<file path="config.mk">
export PLATFORM = sky130hd
export DESIGN_NAME = pps_slot_cell
export DESIGN_NICKNAME = d
export VERILOG_FILES = /design/src/hw/rtl/pps_pkg.sv /design/src/hw/rtl/pps_slot_cell.sv
export SDC_FILE = /design/constraint.sdc
export NUM_CORES = 1
export LEC_CHECK = 0
export BUFFER_PORTS_ARGS = -buffer_cell sky130_fd_sc_hd__clkbuf_2
export CAP_MARGIN = 10
export CORE_AREA = 10 10 47 49
export CTS_CLUSTER_SIZE = 16
export DETAILED_ROUTE_END_ITERATION = 12
export DIE_AREA = 0 0 57 59
export PLACE_DENSITY = 0.78
export SLEW_MARGIN = 20
export SYNTH_ARGS = -nofsm -noshare
export SYNTH_HDL_FRONTEND = slang
export SYNTH_SLANG_ARGS = --single-unit
</file>
<file path="constraint.sdc">
create_clock -name i_clk -period 1.8 [get_ports i_clk]
set_input_delay 0.36 -clock i_clk [delete_from_list [all_inputs] [get_ports i_clk]]
set_output_delay 0.36 -clock i_clk [all_outputs]
set_load 0.05 [all_outputs]
</file>
<file path="src/hw/rtl/pps_pkg.sv">
// Shared types and codes for the preemptive priority scheduler.
// Request and result payloads, job cell contents and chain controls.
// No dependencies.
package pps_pkg;

    localparam int MAX_JOBS_DEF = 32;

    localparam logic       MODE_ARRIVAL = 1'b0;
    localparam logic       MODE_TICK    = 1'b1;

    localparam logic [1:0] ST_ACCEPTED = 2'd0;
    localparam logic [1:0] ST_REJECTED = 2'd1;
    localparam logic [1:0] ST_SERVED   = 2'd2;
    localparam logic [1:0] ST_IDLE     = 2'd3;

    typedef struct packed {
        logic        mode;
        logic [5:0]  job_number;
        logic [15:0] job_burst;
        logic [7:0]  job_priority;
    } t_req;

    typedef struct packed {
        logic [1:0]  status;
        logic [5:0]  served_job;
        logic        job_done;
        logic [31:0] finish_time;
        logic [31:0] turnaround_time;
        logic [31:0] wait_time;
    } t_res;

    // Job held in a cell; due is arrival plus original burst.
    typedef struct packed {
        logic [7:0]  prio;
        logic [5:0]  job;
        logic [15:0] remaining;
        logic [31:0] arrival;
        logic [31:0] due;
    } t_job;

    typedef struct packed {
        logic ins;
        logic pop;
        logic dec;
    } t_chain_op;

endpackage

</file>
<file path="src/hw/rtl/pps_slot_cell.sv">
// One cell of the free slot chain, kept sorted by ascending slot index.
// Depends on pps_pkg for the chain control type.
module pps_slot_cell #(
    parameter int SW    = 5,
    parameter int INDEX = 0
) (
    input  logic               i_clk,
    input  logic               i_rst_n,
    input  pps_pkg::t_chain_op i_op,
    input  logic [SW-1:0]      i_new_slot,
    input  logic [SW-1:0]      i_prev_slot,
    input  logic               i_prev_valid,
    input  logic               i_prev_less,
    input  logic [SW-1:0]      i_next_slot,
    input  logic               i_next_valid,
    output logic [SW-1:0]      o_slot,
    output logic               o_valid,
    output logic               o_less
);
    import pps_pkg::*;

    logic          r_valid;
    logic [SW-1:0] r_slot;

    assign o_less = !r_valid || (i_new_slot < r_slot);

    // Reset fills the list with every slot in order.
    always_ff @(posedge i_clk) begin
        if (!i_rst_n) begin
            r_valid <= 1'b1;
            r_slot  <= SW'(INDEX);
        end else if (i_op.pop) begin
            r_valid <= i_next_valid;
            r_slot  <= i_next_slot;
        end else if (i_op.ins && o_less) begin
            r_valid <= i_prev_less ? i_prev_valid : 1'b1;
            r_slot  <= i_prev_less ? i_prev_slot : i_new_slot;
        end
    end

    assign o_slot  = r_slot;
    assign o_valid = r_valid;

endmodule

</file>
==> results.json <==
{
  "status": "finished, violations left",
  "violations": "setup timing",
  "final_cell_area_um2": 747,
  "final_antenna_net_count": 0,
  "cellLeakagePower_uw": 0.000369,
  "coreArea_um2": 1400,
  "h-tree-depth": 1,
  "placed_cells": 104,
  "fin_crit_sh": 1.06,
  "drt-wirelength-per-cell_um": 14.4,
  "synth_seq_cells": 6,
  "firstDrtPassIters": 4,
  "synth_top_family_by_area": "simple AND/OR/NAND/NOR gates",
  "total_power_uw": 578,
  "netlist.area_leader.share": 0.246,
  "hp-class": "primary input to flop",
  "clk_pin_slew_ns": 0.05,
  "grt_first_pass_wirelength_mm": 2.59,
  "track_usage": 0.0970,
  "cts_tree": "yes",
  "setup_viol": 1,
  "drc_errors": 0,
  "ir_drop_mv": 0.430,
  "power_density_nw_per_um2": 774,
  "rows": 14,
  "drv_cap": 0,
  "clock-sinks": 6,
  "synth_top_area_cell": "dfxtp_1",
  "port_buffers": 28,
  "synth_nets": 90,
  "rsz0062_at_grt": "yes",
  "totalWireLength_mm": 1.57,
  "grt_pass1_vias": 586,
  "fp.dieW_um": 57,
  "post_dp_cell_area_um2": 681,
  "antenna_cells": 0,
  "final_nets": 121,
  "num_vias": 552,
  "synth_cell_types": 18,
  "tightest_slew_ns": 0.335,
  "synthFlopType": "dfxtp_1",
  "dieArea_um2": 3360,
  "start_util": 0.348,
  "die_h_um": 59,
  "synth_edf_count": 0,
  "period_minus_slack_ns": 1.91,
  "seq_area_frac_synth": 0.246,
  "cp-end-kind": "output pin",
  "synth_xor_area_frac": 0,
  "yosys_warnings": 0,
  "synth-compound-area-share": 0.162,
  "syn_area_per_cell_um2": 7.75,
  "grt-ovfl-total": 0,
  "synth_fa_ha_area_frac": 0.103,
  "cp_max_fo": 2,
  "max_freq_mhz": 523,
  "numCtsBuffers": 3,
  "synthSimpleGateAreaFrac": 0.205,
  "cts_buffer_depth": 2,
  "required_ns": 1.44,
  "netlist_instances": 63,
  "antenna_found_initial": 0,
  "synth_commonest_cells": "nand2_1, mux2i_1, o21ai_0",
  "synthTopCellsByArea": "dfxtp_1, mux2i_1, nand2_1",
  "fillers": 152,
  "criticalPathCategory": "flop to output pin",
  "root_buffer": "clkbuf_4",
  "place.detailed.hpwl_mm": 1.19,
  "area_growth_pct": 53.1,
  "cts_hold_repair.buffers": 0,
  "slew_headroom": 0.776,
  "setup_ws_ns": -0.111,
  "async_flop_share": 0,
  "start_kind": "flop",
  "fin_cells": 109,
  "post_route_cells_drive_above_1_share": 0.473,
  "cp.arrival_ns": 1.55,
  "ios": 30,
  "totalNegativeSetupSlack_ns": -0.111,
  "vias_per_cell": 5.06,
  "synth_mux_area_frac": 0.205,
  "place_congestion": 0.734,
  "yosysMostFrequentCell": "nand2_1",
  "synthesis.area_um2": 488,
  "finClkSkew_ns": 0.00306,
  "grt_max_degree": 15,
  "clock_latency_ns": 0.26,
  "pre_cts_ws_ns": 0.00751,
  "slew_violations": 0,
  "finalHoldViolCount": 0,
  "dr.first_iter.drc_count": 7
}
==> path summary, 6_finish.rpt <==
kind	startpoint	endpoint	slack [ns]	cells after the start
setup reg to reg	o_slot[4]$_SDFFE_PN0P_	o_slot[1]$_SDFFE_PN0P_	0.19	6
hold reg to reg	o_slot[4]$_SDFFE_PN0P_	o_slot[4]$_SDFFE_PN0P_	0.47	2
hold / removal	i_next_slot[3]	o_slot[3]$_SDFFE_PN0P_	0.45	5
setup / recovery	o_slot[2]$_SDFFE_PN0P_	o_less	-0.11	7
==> per-stage QoR <==
stage,hold WS [ns],util
after floorplan,0.538,-
after global placement,0.449,0.486
after detailed placement,0.460,0.486
after CTS,0.445,0.528
after global routing,0.481,0.533
final,0.450,0.533
==> repair_timing <==
item,CTS,global route
buffers inserted,1,0
resized for setup,4,1
pin swaps,4,1
endpoints found under the setup margin,1,1
hold endpoints to repair,0,0
==> area by class of cell <==
type	count	area (um2)	share of cell area
sequential	6	130	0.174
inverter	4	15.0	0.0201
clock buffer	4	26.3	0.0352
tap	16	20.0	0.0268
timing repair buffer	30	170	0.228
multi-input combinational	49	385	0.516
==> registers in the layout, indices dropped and copies added (netlist names) <==
name and cells:
o_slot 5, o_valid 1
==> cell usage in the layout (no fill, tap or decap) <==
master and instances:
and3_4 1, dfxtp_2 2, inv_2 1, o21ai_4 1, clkbuf_4 3, o21ai_2 1, clkbuf_2 27, o21a_1 1
ha_1 2, inv_1 3, nand2_1 16, a21oi_4 1, o2bb2ai_1 1, a41o_1 1, nor2b_1 3, dfxtp_4 2
a21o_1 1, buf_4 2, buf_12 1, o21ai_0 6, dfxtp_1 2, ha_4 2, nand3b_1 1, nor3b_1 1
clkbuf_1 1, mux2i_1 10
==> critical path: stages, from the launching register on <==
cell and delay [ns]:
dfxtp_4 0.34, inv_2 0.04, ha_4 0.22, a21oi_4 0.15, o21ai_2 0.08, and3_4 0.18
o21ai_4 0.14, buf_12 0.15
==> routing by layer <==
| layer | share of wire | vias to the layer above | track usage |
|---|---|---|---|
| li1 | - | 274 | - |
| met1 | 0.41 | 252 | 0.104 |
| met2 | 0.49 | 23 | 0.160 |
| met3 | 0.085 | 3 | 0.0408 |
| met4 | 0.018 | 0 | 0.0503 |
| met5 | 0 | - | 0 |
==> cell families after synthesis <==
family          after synthesis
buf+inv                       8
fa+ha+maj                     4
simple gates                 22
compound gates               13
flops                         6
mux                          10
==> power by group <==
part           internal (uW)  switching, uW  total, uW
Clock                   84.9           62.8        148
Combinational            117            155        271
Sequential               148           10.9        159
Total                    350            228        578
Power figures use the tool's default switching activity.
