<file path="config.mk">
export PLATFORM = sky130hd
export DESIGN_NAME = pps_job_cell
export DESIGN_NICKNAME = d
export VERILOG_FILES = /design/src/hw/rtl/pps_pkg.sv /design/src/hw/rtl/pps_job_cell.sv
export SDC_FILE = /design/constraint.sdc
export NUM_CORES = 1
export LEC_CHECK = 0
export BUFFER_PORTS_ARGS = -buffer_cell sky130_fd_sc_hd__buf_2
export CORE_AREA = 3 3 158 160
export CTS_BUF_LIST = sky130_fd_sc_hd__clkbuf_16
export CTS_CLUSTER_DIAMETER = 50
export CTS_CLUSTER_SIZE = 30
export DETAILED_ROUTE_END_ITERATION = 12
export DIE_AREA = 0 0 161 163
export GPL_TIMING_DRIVEN = 0
export PLACE_DENSITY = 0.48
export SETUP_SLACK_MARGIN = 0.15
export SLEW_MARGIN = 20
export SYNTH_ARGS = -nofsm -noshare
export SYNTH_HDL_FRONTEND = slang
export SYNTH_SLANG_ARGS = --single-unit
</file>
<file path="constraint.sdc">
create_clock -name i_clk -period 9.8 [get_ports i_clk]
set_input_delay 1.96 -clock i_clk [delete_from_list [all_inputs] [get_ports i_clk]]
set_output_delay 1.96 -clock i_clk [all_outputs]
set_load 0.05 [all_outputs]
</file>
<file path="src/hw/rtl/pps_pkg.sv">
// Shared types and codes for the preemptive priority scheduler.
// Request and result payloads, job cell contents and chain controls.
// No dependencies.
package pps_pkg;

    localparam int MAX_JOBS_DEF = 32;

    localparam logic       MODE_ARRIVAL = 1'b0;
    localparam logic       MODE_TICK    = 1'b1;

    localparam logic [1:0] ST_ACCEPTED = 2'd0;
    localparam logic [1:0] ST_REJECTED = 2'd1;
    localparam logic [1:0] ST_SERVED   = 2'd2;
    localparam logic [1:0] ST_IDLE     = 2'd3;

    typedef struct packed {
        logic        mode;
        logic [5:0]  job_number;
        logic [15:0] job_burst;
        logic [7:0]  job_priority;
    } t_req;

    typedef struct packed {
        logic [1:0]  status;
        logic [5:0]  served_job;
        logic        job_done;
        logic [31:0] finish_time;
        logic [31:0] turnaround_time;
        logic [31:0] wait_time;
    } t_res;

    // Job held in a cell; due is arrival plus original burst.
    typedef struct packed {
        logic [7:0]  prio;
        logic [5:0]  job;
        logic [15:0] remaining;
        logic [31:0] arrival;
        logic [31:0] due;
    } t_job;

    typedef struct packed {
        logic ins;
        logic pop;
        logic dec;
    } t_chain_op;

endpackage

</file>
<file path="src/hw/rtl/pps_job_cell.sv">
// One cell of the job chain, kept sorted by priority, job number and slot.
// Depends on pps_pkg for the job and chain control types.
module pps_job_cell #(
    parameter int SW = 5
) (
    input  logic               i_clk,
    input  logic               i_rst_n,
    input  pps_pkg::t_chain_op i_op,
    input  pps_pkg::t_job      i_new,
    input  logic [SW-1:0]      i_new_slot,
    input  pps_pkg::t_job      i_prev,
    input  logic [SW-1:0]      i_prev_slot,
    input  logic               i_prev_valid,
    input  logic               i_prev_less,
    input  pps_pkg::t_job      i_next,
    input  logic [SW-1:0]      i_next_slot,
    input  logic               i_next_valid,
    output pps_pkg::t_job      o_ent,
    output logic [SW-1:0]      o_slot,
    output logic               o_valid,
    output logic               o_less
);
    import pps_pkg::*;

    logic          r_valid;
    t_job          r_ent;
    logic [SW-1:0] r_slot;

    // New request sorts ahead of this cell, or this cell is empty.
    assign o_less = !r_valid ||
        ({i_new.prio, i_new.job, i_new_slot} < {r_ent.prio, r_ent.job, r_slot});

    always_ff @(posedge i_clk) begin
        if (!i_rst_n) begin
            r_valid <= 1'b0;
        end else if (i_op.pop) begin
            r_valid <= i_next_valid;
        end else if (i_op.ins && o_less) begin
            r_valid <= i_prev_less ? i_prev_valid : 1'b1;
        end
    end

    always_ff @(posedge i_clk) begin
        if (i_op.pop) begin
            r_ent  <= i_next;
            r_slot <= i_next_slot;
        end else if (i_op.ins && o_less) begin
            // shift down from the neighbor, or take the new job at the boundary
            if (i_prev_less) begin
                r_ent  <= i_prev;
                r_slot <= i_prev_slot;
            end else begin
                r_ent  <= i_new;
                r_slot <= i_new_slot;
            end
        end else if (i_op.dec) begin
            r_ent.remaining <= r_ent.remaining - 16'd1;
        end
    end

    assign o_ent   = r_ent;
    assign o_slot  = r_slot;
    assign o_valid = r_valid;

endmodule

</file>
==> reports/metrics.yaml <==
worst_setup_path:
  r2r_cells: 9
  crit_top_cell: "buf_2"
  r2r-start: "o_ent[89]"
  endpoint_kind: "output pin"
  critPathMaxFanout: 4
  r2r_slack_ps: 6840
  cpPeakStageDelay_ps: 480
  cp_data_arrival_time_ps: 3670
  worst_ep_required_time_ps: 7840
  cp_cell_sequence: "buf_2 > ha_1 > nand4_1 > nor3_1 > nand3_1 > o221a_2 > buf_2"
  worstSetupPathType: "in2out"
  critPathCapture: "o_less"
  setup.worst_path.start_class: "primary input"
  r2r_end: "o_ent[40]"
  crit_path_start: "i_new[92]"
  critPathSlowestCell: "nor3_1"
synthesis:
  ys_warn_count: 0
  synth_area_um2: 5862
  synth.avg_cell_area_um2: 10.64
  synth-seq-cells: 100
  syn_nets: 875
  synth-edff-count: 99
  ys_seq_area_share_pct: 51.06
  synthSimpleGateAreaFrac_pct: 10.44
  synth.area.mux_share_pct: 17.25
  synth_compound_area_share_pct: 11.50
  synth-adder-area-share_pct: 4.055
  async_flop_share_pct: 0
  dominantRegCellSynth: "edfxtp_1"
  synth_top_family_by_area: "multiplexers"
  synth_cells: 551
  synth_cell_type_count: 36
  synthXorXnorAreaFrac_pct: 2.092
floorplanning:
  chipHeight_um: 163
  die_x_um: 161
  rows: 56
  start_util_pct: 24.90
  core_area_um2: 23540
  io_pins: 406
  die-area_um2: 26240
routing:
  wl_per_cell_um: 17.80
  drtAntennaViolNets: 0
  vias: 5730
  drc: 0
  vias_per_cell: 4.438
  drtPass1Iterations: 6
  drt_iter0_drc: 220
  wirelength_um: 22990
global_route:
  grt_use_total_pct: 16.38
  grt_pass1_wl_um: 32840
  antenna_found_initial: 3
  grt_remaining_overflow: 0
  grt_max_degree: 62
  grt_pass1_vias: 5688
cells_and_area:
  final_common_cell: "buf_2"
  drive_above_1_share_pct: 44.28
  fin_area_um2: 8623
  area_growth_pct: 47.11
  num-nets-final: 1290
  final_cell_mix: "buf_2 (406), nand2_1 (109), mux2i_1 (101), edfxtp_1 (99), o21ai_0 (87)"
timing:
  skew_ps: 14.41
  relSlewSlack_pct: 41.50
  report.final.setup_viol: 0
  report.final.slew_viol_count: 0
  fin_crit_sh_pct: 57.41
  worst_pin_slew_ps: 877.4
  rsz0062_at_grt: "no"
  timing.setup.tns_ps: 0
  hold_viol_final: 0
  fmax_ghz: 0.1777
  period_minus_slack_ps: 5627
clocking:
  hold_buffers: 0
  root_buffer: "clkbuf_16"
  clk_pin_slew_ps: 80
  cts_resized: 0
  post_cts_buffers: 0
  clock-sinks: 100
  htree_num_levels: 3
  clockBufferDepth: 2
  cts_tree: "done"
  worst_skew_pair.late_latency_ps: 350
  cts_made_buffers: 9
placement:
  port-buffer-count: 403
  placed_area_um2: 8312
  place.gp.congestion: 0.7692
  dp_hpwl_um: 18420
status:
  status: "finished, final reports clean"
hold_path:
  hp-class: "reg2reg"
pwr:
  power_density_nw_per_um2: 163.1
  leakagePower_uw: 0.004203
  ir_drop_mv: 0.08924
flow_run:
  maxCapViolCount: 0
## critical path, delay by kind of cell
| family | cells | cell delay, ps |
|---|---|---|
| compound gates | 1 | 320 |
| fa+ha+maj | 1 | 320 |
| buf+inv | 2 | 350 |
| simple gates | 3 | 720 |
## cell usage after synthesis, types with 2 or more instances
| master | number | area, µm² |
|---|---|---|
| buf_1 | 8 | 30.03 |
| xnor2_1 | 8 | 70.07 |
| a21oi_1 | 9 | 45.04 |
| clkbuf_1 | 21 | 78.83 |
| edfxtp_1 | 99 | 2973 |
| ha_1 | 19 | 237.7 |
| o21ai_0 | 87 | 435.4 |
| o221a_2 | 3 | 33.78 |
| inv_1 | 22 | 82.58 |
| nand2b_1 | 2 | 12.51 |
| nand2_1 | 109 | 409.1 |
| o221ai_1 | 10 | 87.58 |
| xor2_1 | 6 | 52.55 |
| nor3_1 | 4 | 20.02 |
| nand3_1 | 7 | 35.03 |
| nor2_1 | 8 | 30.03 |
| or2_1 | 2 | 12.51 |
| nand4_1 | 2 | 12.51 |
| mux2i_1 | 101 | 1011 |
| buf_2 | 4 | 20.02 |
| nor4_1 | 4 | 25.02 |
| or4_1 | 2 | 15.01 |
## registers in the layout, indices dropped and copies added (netlist names)
register,flops
o_ent,94
o_slot,5
o_valid,1
## stage by stage
| step | util (%) | setup WS [ps] | hold WS, ps | total power, µW | instances |
|---|---|---|---|---|---|
| floorplan | - | 4607 | 875.7 | 873.2 | 551 |
| global placement | 35.16 | 3762 | 676.9 | 1038 | 1273 |
| detailed placement | 35.31 | 4152 | 688.0 | 1041 | 1274 |
| CTS | 36.61 | 4145 | 700.9 | 1428 | 1290 |
| global route | 36.63 | 3974 | 741.3 | 1475 | 1291 |
| finish | 36.63 | 4174 | 689.8 | 1406 | 1291 |
## logic make-up (layout without fill, tap and decap cells)
logic type	after synthesis	count (layout)
DFF	100	100
muxes	101	101
and+or+nand+nor	145	145
xor gates and xnor gates	14	14
adders and majority gates	19	19
AOI/OAI and AO/OA	117	117
other	0	1
buffers and inverters	55	475
## power by group
| part | switching, µW | internal [µW] | total [µW] |
|---|---|---|---|
| Combinational | 325 | 138 | 463 |
| Sequential | 25.7 | 536 | 562 |
| Clock | 179 | 203 | 382 |
| Total | 529 | 877 | 1410 |
## worst min-delay path by stage
stage,endpoint,start,slack [ps],cells past startpoint
final,o_valid,o_valid,690,4
after detailed placement,o_valid,o_valid,690,4
after global placement,o_valid,o_valid,680,4
after CTS,o_valid,o_valid,700,4
after global routing,o_valid,o_valid,740,4
after floorplan,o_valid,o_valid,880,4
## cell type report
| type | instances | area, µm² |
|---|---|---|
| diodes | 1 | 2.502 |
| plain buffers | 33 | 136.4 |
| clock buffers | 9 | 225.2 |
| clock inverters | 7 | 82.58 |
| fillers | 2477 | 14920 |
| inverters | 22 | 82.58 |
| multi-input cells | 396 | 2658 |
| flip-flops and latches | 100 | 2993 |
| well taps | 319 | 399.1 |
| repair buffers | 404 | 2044 |
## per-layer routing
metal	share of wire [%]	up-vias	routed length, µm	GRT usage (%)
met3	7.7	14	1779	4.044
met4	0.97	2	224	3.246
li1	-	2851	-	-
met2	50	246	11580	29.31
met1	41	2617	9396	20.12
met5	0.030	-	7	0
(Power assumes the default switching activity.)
